===== config.mk =====
export PLATFORM = sky130hd
export DESIGN_NAME = plrc_fifo
export DESIGN_NICKNAME = d
export VERILOG_FILES = /design/src/polyline_rect_clip_filter_macros.svh /design/src/plrc_fifo.sv
export SDC_FILE = /design/constraint.sdc
export NUM_CORES = 1
export LEC_CHECK = 0
export BUFFER_PORTS_ARGS = -buffer_cell sky130_fd_sc_hd__buf_2
export CORE_UTILIZATION = 52
export CTS_BUF_LIST = sky130_fd_sc_hd__clkbuf_4
export CTS_CLUSTER_SIZE = 14
export DETAILED_ROUTE_END_ITERATION = 10
export PLACE_DENSITY = 0.88
export SLEW_MARGIN = 20
export SYNTH_ARGS = -nofsm -noshare
export SYNTH_HDL_FRONTEND = slang
export SYNTH_SLANG_ARGS = --single-unit

===== constraint.sdc =====
create_clock -name clk_i -period 1.63 [get_ports clk_i]
set_input_delay 0.489 -clock clk_i [delete_from_list [all_inputs] [get_ports clk_i]]
set_output_delay 0.489 -clock clk_i [all_outputs]
set_load 0.03 [all_outputs]

===== src/polyline_rect_clip_filter_macros.svh =====
// Assertion macros for the polyline clip filter.
// No dependencies; included by the files that carry assertions.
`ifndef POLYLINE_RECT_CLIP_FILTER_MACROS_SVH
`define POLYLINE_RECT_CLIP_FILTER_MACROS_SVH
`ifndef SYNTHESIS
`define PLRC_ASSERT_IMP(name, clk, rst_n, ante, cons, msg) \
  name: assert property (@(posedge clk) disable iff (!rst_n) (ante) |-> (cons)) \
    else $error(msg);
`define PLRC_ASSERT_NXT(name, clk, rst_n, ante, cons, msg) \
  name: assert property (@(posedge clk) disable iff (!rst_n) (ante) |=> (cons)) \
    else $error(msg);
`else
`define PLRC_ASSERT_IMP(name, clk, rst_n, ante, cons, msg)
`define PLRC_ASSERT_NXT(name, clk, rst_n, ante, cons, msg)
`endif
`endif


===== src/plrc_fifo.sv =====
// Generic register queue used for requests and for results.
// No dependencies; Depth of two or more entries.
module plrc_fifo #(
  parameter int unsigned Width = 8,
  parameter int unsigned Depth = 2
) (
  input  logic             clk_i,
  input  logic             rst_ni,
  input  logic             wr_i,
  input  logic [Width-1:0] wdata_i,
  output logic             full_o,
  input  logic             rd_i,
  output logic [Width-1:0] rdata_o,
  output logic             empty_o
);

  localparam int unsigned PtrW = $clog2(Depth);
  localparam int unsigned CntW = $clog2(Depth + 1);
  localparam logic [PtrW-1:0] PtrLast = PtrW'(Depth - 1);
  localparam logic [CntW-1:0] CntFull = CntW'(Depth);

  logic [Width-1:0] mem_q [Depth];
  logic [PtrW-1:0]  wr_ptr_q, wr_ptr_d;
  logic [PtrW-1:0]  rd_ptr_q, rd_ptr_d;
  logic [CntW-1:0]  cnt_q, cnt_d;
  logic             do_wr, do_rd;

  assign full_o  = (cnt_q == CntFull);
  assign empty_o = (cnt_q == '0);
  assign do_wr   = wr_i && !full_o;
  assign do_rd   = rd_i && !empty_o;
  assign rdata_o = mem_q[rd_ptr_q];

  always_comb begin
    wr_ptr_d = wr_ptr_q;
    rd_ptr_d = rd_ptr_q;
    cnt_d    = cnt_q;
    if (do_wr) begin
      wr_ptr_d = (wr_ptr_q == PtrLast) ? '0 : wr_ptr_q + 1'b1;
    end
    if (do_rd) begin
      rd_ptr_d = (rd_ptr_q == PtrLast) ? '0 : rd_ptr_q + 1'b1;
    end
    unique case ({do_wr, do_rd})
      2'b10:   cnt_d = cnt_q + 1'b1;
      2'b01:   cnt_d = cnt_q - 1'b1;
      default: cnt_d = cnt_q;
    endcase
  end

  always_ff @(posedge clk_i or negedge rst_ni) begin
    if (!rst_ni) begin
      wr_ptr_q <= '0;
      rd_ptr_q <= '0;
      cnt_q    <= '0;
    end else begin
      wr_ptr_q <= wr_ptr_d;
      rd_ptr_q <= rd_ptr_d;
      cnt_q    <= cnt_d;
    end
  end

  always_ff @(posedge clk_i) begin
    if (do_wr) begin
      mem_q[wr_ptr_q] <= wdata_i;
    end
  end

endmodule


==> impl_metrics.py, run 1 <==
metrics = {
    "floorplan": {
        "top_level_ports": 22,
        "placement_rows": 13,
        "core_box_area_um2": 1330,
        "die_x_um": 40.5,
        "die-area_um2": 1640,
        "die_height_um": 40.5,
        "initial_utilization_pct": 57.9,
    },
    "detailed_routing": {
        "postRouteAntennaNets": 0,
        "drc": 0,
        "dr.pass1.iters": 4,
        "detail_route.wl_per_cell_um": 18.3,
        "drt_iter0_drc": 8,
        "route.vias.total": 464,
        "detail_route.vias_per_cell": 5.16,
        "wirelength_um": 1650,
    },
    "global_routing": {
        "grt_start_max_net_pins": 13,
        "track_usage_pct": 22.1,
        "antenna_found_initial": 0,
        "grt_pass1_vias": 462,
        "global_route_wire_length_before_repair_um": 2200,
        "global_route.overflow_total": 0,
    },
    "synthesis": {
        "distinct_cell_type_count_after_synthesis": 13,
        "synthDominantAreaCellType": "edfxtp_1",
        "syn-mean-instance-area_um2": 18.0,
        "synth_cells": 43,
        "post_synth_instance_area_um2": 772,
        "post_synth_main_area_contributors": "edfxtp_1, dfrtp_1, mux2_2",
        "post-synth-top-count-cell": "edfxtp_1",
        "ys_async_sr_fraction_pct": 20.0,
        "ys.flop_type": "edfxtp_1",
        "synth.ff_latch_count": 20,
        "synth_warnings": 0,
        "synth.net_count": 56,
        "yosysSeqAreaShare_pct": 75.2,
        "cell_types_with_the_highest_counts_after_synthesis": "edfxtp_1, mux2_2, dfrtp_1, nor2_1, xnor2_1",
        "synth-edff-count": 16,
        "yosysTopAreaCellShare_pct": 62.2,
    },
    "critical_path": {
        "cp_max_fo": 4,
        "r2r_setup_slack_ps": 140,
        "worstRegToRegCells": 5,
        "worstPathArrival_ps": 1320,
        "r2r_end": "cnt_q[1]",
        "critical_path.endpoint_type": "output port",
        "worst-setup-path-type": "reg -> out",
        "rr_startpoint": "cnt_q[0]",
        "startpoint_type": "flip-flop",
        "critPathRequiredTime_ps": 1140,
        "critPathLaunch": "rd_ptr_q",
    },
    "run_status": {
        "violations": "setup timing",
        "run_status": "finished with violations",
    },
    "hold_path": {
        "min_path_type": "in -> reg",
        "instance_count_along_the_most_critical_hold_path": 1,
        "hold_end": "mem_q[1][2]",
        "hold_path_startpoint": "wdata_i[2]",
    },
    "timing": {
        "timing.slew.headroom_pct": 73.6,
        "max_freq_ghz": 0.553,
        "finalSetupViolations": 8,
        "period_share_pct": 111,
        "worst_slack_ps": -179,
        "drv_slew": 0,
        "timing_hold_violations_final": 0,
        "rsz_0062_raised_after_global_routing": "yes",
        "max_slew.worst_pin.slew_ps": 395,
        "min_period_ps": 1810,
        "final.setup_skew_ps": 5.63,
        "fin_tns_setup_ps": -1340,
    },
    "clock_tree": {
        "path_clk_slew_ps": 120,
        "cts_made_buffers": 3,
        "clock_path_buffers": 2,
        "worst_skew_pair.late_latency_ps": 300,
        "cts_tree": "built",
        "ctsHtreeMaxLevel": 1,
        "clkSinkCount": 20,
        "root_buffer": "clkbuf_4",
    },
    "placed_design": {
        "dpl.cell_count": 79,
        "place.detailed.hpwl_um": 961,
        "numPortBuffers": 21,
        "detailedPlace.worstSlack_ps": 14.9,
        "place.gp.congestion": 0.658,
    },
    "final_layout": {
        "layoutNonFillerInstCount": 90,
        "number_of_antenna_repair_diodes": 0,
        "final_core_util_pct": 81.6,
        "nets_finish": 89,
        "drive_gt1_share_pct": 60.0,
        "syn_to_final_growth_pct": 41.0,
    },
    "pwr": {
        "vdd_ir_drop_max_mv": 1.87,
        "powerDensity_nw_per_um2": 2120,
        "total_leakage_power_nw": 0.458,
    },
    "job": {
        "drv_cap": 0,
    },
}
## placed cells by master, fill, tap and decap left out, drive strengths merged, types with 2 or more instances in the layout
cell type,synthesis,routed
buf,1,28
edfxtp,16,16
mux2,8,8
dfrtp,4,4
xnor2,3,3
clkbuf,0,3
nor2,3,3
xor2,2,2
## timing repair
action                                  in CTS  in global routing
resized for setup                           20                  8
buffers inserted                             5                  1
cloned                                       0                  0
hold endpoints to repair                     4                  0
hold buffers                                 1                  0
endpoints found under the setup margin       9                 10
## worst max path at each step
stage,end,slack (ps),cells past startpoint
5_1_grt,rdata_o[7],-220,3
2_1_floorplan,cnt_q[1],170,5
4_1_cts,rdata_o[6],-140,3
6_report,rdata_o[7],-180,3
3_5_place_dp,rdata_o[2],10,2
3_3_place_gp,rdata_o[7],60,2
## power breakdown
part | switching, mW | internal, mW
Combinational | 0.556 | 0.542
Sequential | 0.0852 | 0.720
Clock | 0.156 | 0.248
Total | 0.797 | 1.51
## routing by layer
metal	share of wire [%]	GRT usage [%]	vias up
met2	56	41.3	20
met5	0	0	-
li1	-	-	219
met1	40	24.0	223
met3	3.5	6.67	2
met4	0.49	5.00	0
## cell type report
type,count,area (µm²)
repair buffers,29,234
clock inverters,1,30.0
well taps,15,18.8
fillers,80,245
inverters,1,3.75
clock buffers,3,22.5
flip-flops and latches,20,583
multi-input cells,21,196
## worst max-delay path, cell delays in order, from the launching register on
cell	delay, ps
dfrtp_2	450
buf_6	140
mux2_4	300
buf_6	140
## kinds of logic after synthesis
family | share of synthesized area (%)
xor+xnor | 5.67
flops | 75.2
fa+ha+maj | 1.62
mux | 11.7
simple gates | 4.70
buf+inv | 1.13
## sequential cells by signal, summed over array words and instances (netlist names)
name,count
cnt_q,2
mem_q,16
rd_ptr_q,1
wr_ptr_q,1
## metrics by stage
step	cell area, µm²	power [mW]	hold WS, ps
after floorplan	774	1.37	193
after global placement	901	1.53	299
after detailed placement	901	1.56	298
after CTS	1060	2.19	381
after global routing	1090	2.41	357
final	1090	2.31	374
Note: power is estimated with default switching activity, not from simulation.
==> inputs of run 2 (changes only) <==
PLACE_DENSITY = default   (was 0.88)
PLACE_DENSITY_LB_ADDON = 0.25   (was default)
SLEW_MARGIN = default   (was 20)
==> run 2 against run 1 <==
The flow still finishes with violations (setup timing); first-iteration DRC count decreased by 38%; critical path type unchanged; combinational power is 5% lower; clock skew down 5.0 ps; flip-flop and latch count stayed put; die area is the same; sequential share of layout area rose by 1.3 points.
==> impl_metrics.py, run 2 (synthesis results as in run 1) <==
metrics = {
    "timing": {
        "final.setup_skew_ps": 0.581,
        "period_share_pct": 109,
        "finalSetupViolations": 8,
        "timing_hold_violations_final": 0,
        "min_period_ps": 1780,
        "rsz_0062_raised_after_global_routing": "yes",
        "drv_slew": 0,
        "timing.slew.headroom_pct": 74.7,
        "max_freq_ghz": 0.561,
        "worst_slack_ps": -153,
        "max_slew.worst_pin.slew_ps": 379,
        "fin_tns_setup_ps": -1110,
    },
    "clock_tree": {
        "clock_path_buffers": 2,
        "cts_made_buffers": 3,
        "root_buffer": "clkbuf_4",
        "worst_skew_pair.late_latency_ps": 280,
        "cts_tree": "built",
        "path_clk_slew_ps": 100,
        "clkSinkCount": 20,
        "ctsHtreeMaxLevel": 1,
    },
    "global_routing": {
        "met2_usage_pct": 32.5,
        "global_route.overflow_total": 0,
        "track_usage_pct": 18.4,
        "global_route_wire_length_before_repair_um": 1830,
        "antenna_found_initial": 0,
        "grt.busiest_layer": "met2",
        "met3_usage_pct": 5.00,
        "m1_gr_usage_pct": 22.8,
        "grt_pass1_vias": 436,
        "grt_start_max_net_pins": 12,
    },
    "critical_path": {
        "worst-setup-path-type": "reg -> out",
        "cp_max_fo": 3,
        "startpoint_type": "flip-flop",
        "critical_path.endpoint_type": "output port",
        "worstRegToRegCells": 5,
        "worstPathArrival_ps": 1290,
        "critPathRequiredTime_ps": 1140,
    },
    "placed_design": {
        "place.detailed.hpwl_um": 776,
        "place.gp.congestion": 0.627,
        "numPortBuffers": 21,
        "detailedPlace.worstSlack_ps": 32.4,
        "dpl.cell_count": 80,
        "dpl_cell_area_um2": 908,
    },
    "final_layout": {
        "biggestRegsByFlops": "mem_q x16, cnt_q x2",
        "largest_reg_by_ff_count": "mem_q",
        "number_of_antenna_repair_diodes": 0,
        "largest_reg_flops": 16,
        "syn_to_final_growth_pct": 37.4,
        "nets_finish": 89,
        "mostFrequentLayoutCell": "edfxtp_1",
        "layoutNonFillerInstCount": 90,
        "drive_gt1_share_pct": 58.7,
        "mostFrequentLayoutCells": "edfxtp_1, buf_2, buf_6, mux2_2, clkbuf_4",
        "finalInstanceArea_um2": 1060,
    },
    "floorplan": {
        "initial_utilization_pct": 57.9,
        "die-area_um2": 1640,
        "placement_rows": 13,
        "core_box_area_um2": 1330,
        "top_level_ports": 22,
        "die_x_um": 40.5,
        "die_height_um": 40.5,
    },
    "job": {
        "drv_cap": 0,
    },
    "run_status": {
        "violations": "setup timing",
        "run_status": "finished with violations",
    },
    "detailed_routing": {
        "drt_iter0_drc": 5,
        "route.vias.total": 449,
        "drc": 0,
        "dr.pass1.iters": 4,
        "postRouteAntennaNets": 0,
        "wirelength_um": 1230,
        "detail_route.vias_per_cell": 4.99,
        "detail_route.wl_per_cell_um": 13.7,
    },
    "hold_path": {
        "min_path_type": "in -> reg",
        "instance_count_along_the_most_critical_hold_path": 1,
    },
    "pwr": {
        "vdd_ir_drop_max_mv": 1.48,
        "total_leakage_power_nw": 0.448,
        "powerDensity_nw_per_um2": 1970,
    },
}
-- run 2: changes by cell type in the layout (fill, tap and decap cells not counted) --
cell	previous run	this run
buf_4	6	5
buf_6	11	10
dfrtp_1	2	3
bufinv_16	1	0
clkbuf_4	3	6
dfrtp_2	2	1
-- run 2: worst max-delay path, stage by stage (launching register included) --
cell,delay (ps)
dfrtp_2,440
buf_6,130
mux2_4,300
buf_6,140
-- run 2: per-layer routing --
| layer | part of all wire [%] | vias up |
|---|---|---|
| li1 | - | 223 |
| met1 | 41 | 211 |
| met2 | 55 | 15 |
| met3 | 3.9 | 0 |
| met4 | 0 | 0 |
| met5 | 0 | - |
-- run 2: stage by stage --
stage | util (%) | hold slack [ps] | total power, mW
floorplan | - | 193 | 1.37
global placement | 68.1 | 302 | 1.54
detailed placement | 68.1 | 300 | 1.56
CTS | 78.3 | 382 | 2.05
global route | 79.5 | 370 | 2.22
finish | 79.5 | 389 | 2.09
-- run 2: power by group --
| part | internal, mW | switching [mW] |
|---|---|---|
| clock | 0.111 | 0.129 |
| sequential | 0.718 | 0.0825 |
| combinational | 0.526 | 0.523 |
-- run 2: final timing paths --
path	startpoint	end	slack (ps)
setup / recovery	rd_ptr_q	rdata_o[4]	-150
hold / removal	wdata_i[0]	mem_q[1][0]	390
setup reg to reg	cnt_q[0]	cnt_q[1]	260
hold reg to reg	wr_ptr_q	wr_ptr_q	520
max in group asynchronous	rst_ni	rd_ptr_q	960
min in group asynchronous	rst_ni	wr_ptr_q	540
-- run 2: final cells by class --
type / instances / area (µm²)
clock buffer: 4 / 30.0
multi-input combinational: 21 / 196
sequential: 20 / 582
fill: 81 / 273
tap: 15 / 18.8
inverter: 1 / 3.75
timing repair buffer: 29 / 230
-- run 2: what timing repair did --
item                                   CTS  global route
hold buffers                             1             0
setup buffers                            5             0
setup endpoints to repair                9             9
gates resized for setup                 20             4
endpoints found under the hold margin    4             0
==> inputs of run 3 (changes only) <==
RECOVER_POWER = 25   (was default)
==> run 3 against run 2 <==
The flow still finishes with violations (setup timing); critical path type unchanged; critical endpoint unchanged; combinational power barely moved; worst hold slack did not move; core utilization fell by 0.094 points; fmax barely moved; clock-buffer cell count did not move; largest power group unchanged.
==> impl_metrics.py, run 3 (synthesis results as in run 1) <==
metrics = {
    "run_status": {
        "run_status": "finished with violations",
        "violations": "setup timing",
    },
    "timing": {
        "worst_slack_ps": -153,
        "period_share_pct": 109,
        "finalSetupViolations": 8,
        "min_period_ps": 1780,
        "final.setup_skew_ps": 0.581,
        "rsz_0062_raised_after_global_routing": "yes",
        "max_slew.worst_pin.slew_ps": 379,
        "drv_slew": 0,
        "max_freq_ghz": 0.561,
        "fin_tns_setup_ps": -1110,
        "timing.slew.headroom_pct": 74.7,
        "timing_hold_violations_final": 0,
    },
    "floorplan": {
        "placement_rows": 13,
        "die-area_um2": 1640,
        "core_box_area_um2": 1330,
        "initial_utilization_pct": 57.9,
        "die_x_um": 40.5,
        "die_height_um": 40.5,
        "top_level_ports": 22,
    },
    "pwr": {
        "powerDensity_nw_per_um2": 1970,
        "total_leakage_power_nw": 0.445,
        "power_report.internal_total_mw": 1.35,
        "p_switching_mw": 0.734,
        "vdd_ir_drop_max_mv": 1.48,
        "combinational_power_share_pct": 50.2,
        "power.share.clock_pct": 11.5,
        "power.sequential.fraction_pct": 38.3,
        "switching_share_pct": 35.1,
    },
    "final_layout": {
        "mostFrequentLayoutCells": "edfxtp_1, buf_2, buf_6, mux2_2, clkbuf_4",
        "n_fill_cell": 82,
        "nets_finish": 89,
        "layoutNonFillerInstCount": 90,
        "largest_reg_by_ff_count": "mem_q",
        "largest_reg_flops": 16,
        "mostFrequentLayoutCell": "edfxtp_1",
        "syn_to_final_growth_pct": 37.3,
        "drive_gt1_share_pct": 57.3,
        "number_of_antenna_repair_diodes": 0,
        "biggestRegsByFlops": "mem_q x16, cnt_q x2",
        "finalInstanceArea_um2": 1060,
        "final_core_util_pct": 79.5,
    },
    "placed_design": {
        "numPortBuffers": 21,
        "dpl.cell_count": 80,
        "dpl_cell_area_um2": 908,
        "place.detailed.hpwl_um": 776,
        "place.gp.congestion": 0.627,
    },
    "detailed_routing": {
        "wirelength_um": 1230,
        "drt_iter0_drc": 5,
        "dr.pass1.iters": 4,
        "drc": 0,
        "postRouteAntennaNets": 0,
        "route.vias.total": 450,
        "detail_route.vias_per_cell": 5.00,
        "detail_route.wl_per_cell_um": 13.7,
    },
    "global_routing": {
        "global_route_wire_length_before_repair_um": 1830,
        "track_usage_pct": 18.4,
        "global_route.overflow_total": 0,
        "antenna_found_initial": 0,
        "grt_pass1_vias": 436,
        "grt_start_max_net_pins": 12,
    },
    "critical_path": {
        "worst-setup-path-type": "reg -> out",
        "critical_path.cell_chain": "buf_6 -> mux2_4 -> buf_6",
        "startpoint_type": "flip-flop",
        "critPathRequiredTime_ps": 1140,
        "worst_path_max_delay_cell": "dfrtp_2",
        "cp_max_fo": 3,
        "worstPathArrival_ps": 1290,
        "timing.critical_path.mode_cell": "buf_6",
        "slowest_delay_ps": 440,
        "critical_path.endpoint_type": "output port",
    },
    "job": {
        "drv_cap": 0,
    },
    "clock_tree": {
        "ctsHtreeMaxLevel": 1,
        "worst_skew_pair.late_latency_ps": 280,
        "cts_tree": "built",
        "clock_path_buffers": 2,
        "cts_made_buffers": 3,
        "path_clk_slew_ps": 100,
        "root_buffer": "clkbuf_4",
        "clkSinkCount": 20,
    },
    "hold_path": {
        "min_path_type": "in -> reg",
    },
}
-- run 3: cell types whose count changed in the layout (fill, tap and decap cells not counted) --
cell	delta
buf_2	-1
clkbuf_1	+1
-- run 3: layer usage --
metal | share of wire, % | track usage, % | vias to the layer above
li1 | - | - | 224
met1 | 41 | 22.8 | 211
met2 | 55 | 32.5 | 15
met3 | 3.8 | 5.00 | 0
met4 | 0 | 2.50 | 0
met5 | 0 | 0 | -
-- run 3: layout make-up --
type	count	area [µm²]	area share, %
inverters	1	3.75	0.354
repair buffers	29	229	21.6
flip-flops and latches	20	582	54.9
well taps	15	18.8	1.77
clock buffers	4	30.0	2.83
multi-input cells	21	196	18.5
-- run 3: repair_timing --
| item | 4_1_cts | 5_1_grt |
|---|---|---|
| hold buffers | 1 | 0 |
| endpoints found under the hold margin | 4 | 0 |
| endpoints found under the setup margin | 9 | 9 |
| setup buffers | 5 | 0 |
| gates resized for setup | 20 | 4 |
-- run 3: worst paths after layout --
check | startpoint | endpoint | slack, ps | depth (start not counted)
max in group asynchronous | rst_ni | rd_ptr_q | 960 | 2
min in group asynchronous | rst_ni | wr_ptr_q | 540 | 2
setup reg to reg | cnt_q[0] | cnt_q[1] | 260 | 5
hold / removal | wdata_i[0] | mem_q[1][0] | 390 | 1
hold reg to reg | wr_ptr_q | wr_ptr_q | 520 | 1
setup / recovery | rd_ptr_q | rdata_o[4] | -150 | 3
-- run 3: worst max-delay path: cells and delay by family, from the launching register on --
| family | cells | cell delay [ps] |
|---|---|---|
| buffers and inverters | 2 | 270 |
| flip-flops | 1 | 440 |
| multiplexers | 1 | 300 |
-- run 3: per-stage QoR --
| stage | setup WS [ps] | power, mW | hold WS, ps |
|---|---|---|---|
| after CTS | -130 | 2.05 | 382 |
| after global placement | 57.9 | 1.54 | 302 |
| after floorplan | 168 | 1.37 | 193 |
| after global routing | -192 | 2.22 | 370 |
| final | -153 | 2.09 | 389 |
| after detailed placement | 32.4 | 1.56 | 300 |
-- run 3: power groups by stage --
stage	Combinational, mW	Sequential, mW	Clock, mW
2_1_floorplan	0.591	0.774	0
3_3_place_gp	0.720	0.822	0
3_5_place_dp	0.729	0.831	0
4_1_cts	1.02	0.787	0.245
5_1_grt	1.13	0.817	0.271
6_report	1.05	0.800	0.240
